$ cat src/hw/rtl/cau_pkg.sv
// Package for the complex arithmetic unit: operation and status codes,
// pipeline widths and the side-band record type. No dependencies.
`timescale 1ns / 1ps
`default_nettype none
package cau_pkg;

  typedef enum logic [1:0] {
    ACT_ADD   = 2'd0,
    ACT_NEG   = 2'd1,
    ACT_MUL   = 2'd2,
    ACT_RECIP = 2'd3
  } cau_action_e;

  typedef enum logic [1:0] {
    ST_OK   = 2'd0,
    ST_DIV0 = 2'd1,
    ST_SAT  = 2'd2,
    ST_RSVD = 2'd3
  } cau_status_e;

  localparam int unsigned QuoW   = 25;
  localparam int unsigned DenW   = 32;
  localparam int unsigned MagW   = 16;
  localparam int unsigned RemW   = DenW + 1;

  typedef struct packed {
    logic        recip;
    logic        neg_re;
    logic        neg_im;
    logic [31:0] re;
    logic [31:0] im;
    cau_status_e status;
  } cau_side_t;

endpackage
`default_nettype wire

$ cat src/hw/rtl/cau_divider.sv
// Pipelined restoring divider, one quotient bit per stage.
// Computes (num << 24) / den for unsigned operands; uses cau_pkg widths.
`timescale 1ns / 1ps
`default_nettype none
module cau_divider (
  input  wire logic                      clk_i,
  input  wire logic                      en_i,
  input  wire logic [cau_pkg::MagW-1:0]  num_i,
  input  wire logic [cau_pkg::DenW-1:0]  den_i,
  output logic      [cau_pkg::QuoW-1:0]  quo_o
);

  logic [cau_pkg::RemW-1:0] rem_q [cau_pkg::QuoW+1];
  logic [cau_pkg::DenW-1:0] den_q [cau_pkg::QuoW+1];
  logic [cau_pkg::QuoW-1:0] bits_q [cau_pkg::QuoW+1];
  logic [cau_pkg::QuoW-1:0] quo_q [cau_pkg::QuoW+1];

  // Dividend bits: high part num>>1 seeds the remainder, rest shift in.
  always_comb begin
    rem_q[0]  = {{(cau_pkg::RemW-cau_pkg::MagW+1){1'b0}}, num_i[cau_pkg::MagW-1:1]};
    den_q[0]  = den_i;
    bits_q[0] = {num_i[0], {(cau_pkg::QuoW-1){1'b0}}};
    quo_q[0]  = '0;
  end

  for (genvar k = 0; k < cau_pkg::QuoW; k++) begin : g_stage
    logic [cau_pkg::RemW-1:0] shf;
    logic [cau_pkg::RemW-1:0] dif;
    logic                     take;
    assign shf  = {rem_q[k][cau_pkg::RemW-2:0], bits_q[k][cau_pkg::QuoW-1]};
    assign dif  = shf - {1'b0, den_q[k]};
    assign take = (shf >= {1'b0, den_q[k]});
    always_ff @(posedge clk_i) begin
      if (en_i) begin
        rem_q[k+1]  <= take ? dif : shf;
        den_q[k+1]  <= den_q[k];
        bits_q[k+1] <= {bits_q[k][cau_pkg::QuoW-2:0], 1'b0};
        quo_q[k+1]  <= {quo_q[k][cau_pkg::QuoW-2:0], take};
      end
    end
  end

  assign quo_o = quo_q[cau_pkg::QuoW];

endmodule
`default_nettype wire

$ cat config.mk
export PLATFORM = sky130hd
export DESIGN_NAME = cau_divider
export DESIGN_NICKNAME = d
export VERILOG_FILES = /design/src/hw/rtl/cau_pkg.sv /design/src/hw/rtl/cau_divider.sv
export SDC_FILE = /design/constraint.sdc
export NUM_CORES = 2
export LEC_CHECK = 0
export BUFFER_PORTS_ARGS = -buffer_cell sky130_fd_sc_hd__buf_2
export CAP_MARGIN = 20
export CORE_AREA = 3 3 407 711
export DETAILED_ROUTE_END_ITERATION = 6
export DIE_AREA = 0 0 410 714
export SYNTH_ARGS = -nofsm -noshare
export SYNTH_HDL_FRONTEND = slang
export SYNTH_SLANG_ARGS = --single-unit
$ cat constraint.sdc
create_clock -name clk_i -period 5.4 [get_ports clk_i]
set_clock_uncertainty 0.2 [all_clocks]
set_input_delay 1.08 -clock clk_i [delete_from_list [all_inputs] [get_ports clk_i]]
set_output_delay 1.08 -clock clk_i [all_outputs]
set_load 0.02 [all_outputs]
Yosys cells after proc, flatten, opt, wreduce, memory -nomap -nowiden
Index checks and enable logic that the tools add are counted.

word-level totals
  logic and storage cells = 170
  bits of input ports = 50
  flip-flop bits (word level) = 1,861
  output and inout bits = 25

operators by class
  mux-type cells = 24
  $lt $le $gt $ge = 25
  add/subtract/negate cells = 24

operator list
  cell              count
  $ge A33 B32 Y1    24
  $mux W32          23
  $sub A32 B32 Y32  23
  $ge A16 B32 Y1    1
  $sub A16 B32 Y32  1
  $mux W16          1

Depth between registers and ports, before layout
  depth after elaboration = 2
  gate-level depth with buffers = 16
  depth with buffers taken out = 14

Least setup slack after synthesis
No wires, ideal clock.

  path type = input to register
  start = input port num_i[0] in the netlist's numbering
  end = register rem_q, in the netlist g_stage[1].shf[10], data pin
  required time = 4,940 ps
  stages = 15
  data arrival time = 3,833 ps
  setup slack = 1,107 ps
  library setup time = 260 ps
  buffers on the path = 1
  cells stage by stage = inv_1 -> ha_1 -> fa_1 -> nor2b_1 -> o21ai_0 -> a21boi_0 -> o21ai_0 -> a31oi_1 -> nand4_1 -> a31oi_1 -> o21ai_0 -> a21boi_0 -> o211ai_1 -> clkbuf_1 -> mux2_2

between the ends
  cells in the longest elaborated chain, start to end = 2
  elaborated cells on any way between the ends = 3
  classes of those cells = add/sub: 1; order compare: 1; mux: 1

ends and longest elaborated chain
  item                                                       RTL line                              text
  start: declaration                                         cau_divider.sv:8                      input wire logic [cau_pkg::MagW-1:0] num_i,
  $sub A16 B32 Y32 / $ge A16 B32 Y1 (equally long branches)  cau_divider.sv:31, cau_divider.sv:32
  $mux W16 (*)                                               cau_divider.sv:35                     rem_q[k+1] <= take ? dif : shf;
  end signal: indexed assignment                             cau_divider.sv:35
  end: declaration                                           cau_divider.sv:13                     logic [cau_pkg::RemW-1:0] rem_q [cau_pkg::QuoW+1];

Mark *: on every way between the ends. The rest lies on a longest branch, timed or not.
A chain may end at the register's enable or synchronous reset.

Worst setup path in the final report
  start = register rem_q, in the netlist g_stage[5].shf[4]
  end = register rem_q, in the netlist g_stage[6].shf[5], data pin

between the ends
  cells in the longest elaborated chain, start to end = 2
  elaborated cells on any way between the ends = 3
  classes of those cells = add/sub: 1; order compare: 1; mux: 1

ends and longest elaborated chain
  item                                                       RTL line
  $sub A32 B32 Y32 / $ge A33 B32 Y1 (equally long branches)  cau_divider.sv:31, cau_divider.sv:32
  $mux W32 (*)                                               cau_divider.sv:35

Marked as above.

==> impl_metrics.yaml <==
outcome:
  status: "complete, no violations"
global_routing:
  grt_pass1_wl_um: 423900
  grt_max_degree: 195
  grt_pass1_vias: 75648
  overflow: 0
  grtUsageTotal_pct: 19.12
  grt_antenna_before_repair: 9
layout:
  fill_cells: 26416
  layout-drive-gt1-share_pct: 10.46
  syn_to_final_growth_pct: 11.46
  regArea_um2: 55880
  fin_util_pct: 41.16
  multi_input_comb_area_um2: 44600
  final_nets: 10189
synthesis:
  netlist_area_um2: 104900
  ys.flop_type: "edfxtp_1"
  synthTopCellsByCount: "edfxtp_1, inv_1, a21oi_1"
  synth_edf_count: 1861
  synthTopCellsByArea: "edfxtp_1, ha_1, mux2_2"
  async_flop_share_pct: 0
  ys_types: 88
  synth-seq-cells: 1861
  yosysMostFrequentCell: "edfxtp_1"
  yosysWarnings: 0
  ys_seq_area_share_pct: 53.26
  syn_inst: 9115
  synth_fp_nets: 9972
  yosys.area.top_type: "edfxtp_1"
  avgSynthCellArea_um2: 11.51
  synth_top_area_share_pct: 53.26
route:
  via_per_inst: 5.296
  antenna_left: 0
  drt_iter0_markers: 3481
  routed_wl_um: 287600
  drc: 0
  wire_per_inst_um: 21.67
  dr_total_vias: 70293
  dr.pass1.iters: 7
clocking:
  tritoncts: "built"
  clk_latency_ns: 0.88
  clockBufferDepth: 4
  clkTransAtPathRegs_ns: 0.06
  clock-sinks: 1861
  ctsHtreeMaxLevel: 4
  post-cts-setup-buffer-count: 0
  numCtsBuffers: 193
  ctsHoldBuffers: 0
  ctsResizeCount: 0
  cts_root_buf: "clkbuf_16"
die:
  chipWidth_um: 410
  dieHeight_um: 714
  core_um2: 284200
  std_cell_rows: 259
  start_util_pct: 36.92
  io_pins: 75
  die_area_um2: 292700
sta:
  max_slew.worst_pin.slew_ns: 1.225
  fmax_mhz: 193.5
  drv_slew: 0
  relSlewSlack_pct: 17.70
  setup_ws_ns: 0.2332
  setup_viol: 0
  fin_tns_setup_ns: 0
  min_period_ns: 5.167
  rsz0062_at_grt: "false"
  fin_crit_sh_pct: 95.68
  hold_viol: 0
power:
  internal_power_mw: 44.45
  leakage_nw: 47.66
  p_per_area_nw_per_um2: 615.4
  share_comb_of_total_power_pct: 48.7
  swShare_pct: 38.25
  power_frac_seq_pct: 32.8
  peakVddDrop_mv: 0.3166
  p_sw_mw: 27.53
  pwr-share-clk_pct: 18.6
setup_path:
  path_max_fanout: 33
  crit_arrival_ns: 5.51
  crit_path_end_kind: "flip-flop"
  rr_worst_depth: 12
  critPathRequiredTime_ns: 5.74
  startpoint: "g_stage[5].shf[4]"
  start_kind: "flip-flop"
  worstReg2RegStart: "g_stage[5].shf[4]"
  path_class: "reg2reg"
placement:
  dpl_worst_slack_ns: 0.1740
  dpl.hpwl_um: 225800
  gp_congestion: 1.027
  numPortBuffers: 74
run:
  maxCapViolCount: 0
worst_hold_path:
  worstHoldPathCells: 0
  min_from: "den_q[361]"
  hold_path.class: "reg2reg"
## logic make-up after synthesis
group,Yosys count,share of synthesized area [%]
adder cells (fa/ha/maj),807,9.794
XOR/XNOR,627,5.233
multiplexers,430,4.687
AO/OA/AOI/OAI,2347,14.12
AND/OR/NAND/NOR,1851,8.501
flip-flops,1861,53.26
buffers and inverters,1192,4.414
## flip-flops by register name, summed over array words and instances (netlist names)
register and flops:
g_stage.shf 768, quo_o 25, quo_q 300, den_q 768
## critical path: stages (launching register included)
cell and delay (ns):
edfxtp_1 0.39, ha_1 0.36, nand3_1 0.56, o221a_2 0.54, nor2_1 0.34, o311ai_1 0.31, buf_4 0.24, a21o_1 0.19
a21bo_2 0.24, o21a_1 0.21, a21oi_1 0.14, a2111o_2 0.67, mux2_2 0.42
## stage by stage
stage / power (mW) / instance area (um^2) / cells / hold WS (ns)
final: 71.98 / 117000 / 13272 / 0.1903
after global routing: 76.43 / 117000 / 13271 / 0.1409
after CTS: 72.28 / 116900 / 13255 / 0.1097
after detailed placement: 58.59 / 110800 / 12921 / 0.2045
after floorplan: 47.98 / 104900 / 9115 / 0.2003
after global placement: 57.69 / 110800 / 12919 / 0.2011
## final timing paths
check        slack, ns           endpoint
min reg2reg       0.19         den_q[329]
max               0.23  g_stage[6].shf[5]
min               0.19         den_q[329]
max reg2reg       0.23  g_stage[6].shf[5]
## per-layer routing
layer	global-route usage (%)	up-vias	wire length (um)
met5	0	-	0
met4	19.90	0	35290
met3	2.317	926	7652
met2	41.97	1513	174500
met1	11.70	34024	70130
li1	-	33830	-
## cells in the final DEF (no fill, tap or decap), types with 28 or more instances in the layout
master,count
ha_1,783
xor2_1,226
a21oi_1,805
clkbuf_16,194
buf_2,73
mux2_2,379
clkinv_1,37
o21a_1,112
a31oi_1,63
edfxtp_1,1861
or3_1,40
nand3_1,138
clkinv_2,30
xnor2_1,401
nor3_1,107
o21bai_1,88
nand4_1,124
o211ai_1,38
o21ai_0,448
a211oi_1,51
a21o_1,395
o31ai_1,48
nand2_1,448
nand2b_1,114
buf_4,136
and3_1,63
nor2b_1,125
and2_1,38
nor2_1,540
clkbuf_1,37
a21boi_0,28
inv_1,977
## cell type report
class                           instances  area share, %
Clock buffer                          231          4.269
Sequential cell                      1861          47.78
Timing Repair Buffer                  237          1.657
Inverter                              977          3.135
Tap cell                             3784          4.048
Antenna cell                           17        0.03637
Clock inverter                        103         0.9414
Multi-Input combinational cell       6062          38.13
## power groups by stage
stage | logic (mW) | clock network, mW | registers (mW)
finish | 35.0 | 13.4 | 23.6
global placement | 34.0 | 0 | 23.7
CTS | 35.0 | 13.7 | 23.5
detailed placement | 34.8 | 0 | 23.8
floorplan | 25.2 | 0 | 22.8
global route | 38.3 | 14.3 | 23.9
Power figures use the tool's default switching activity.
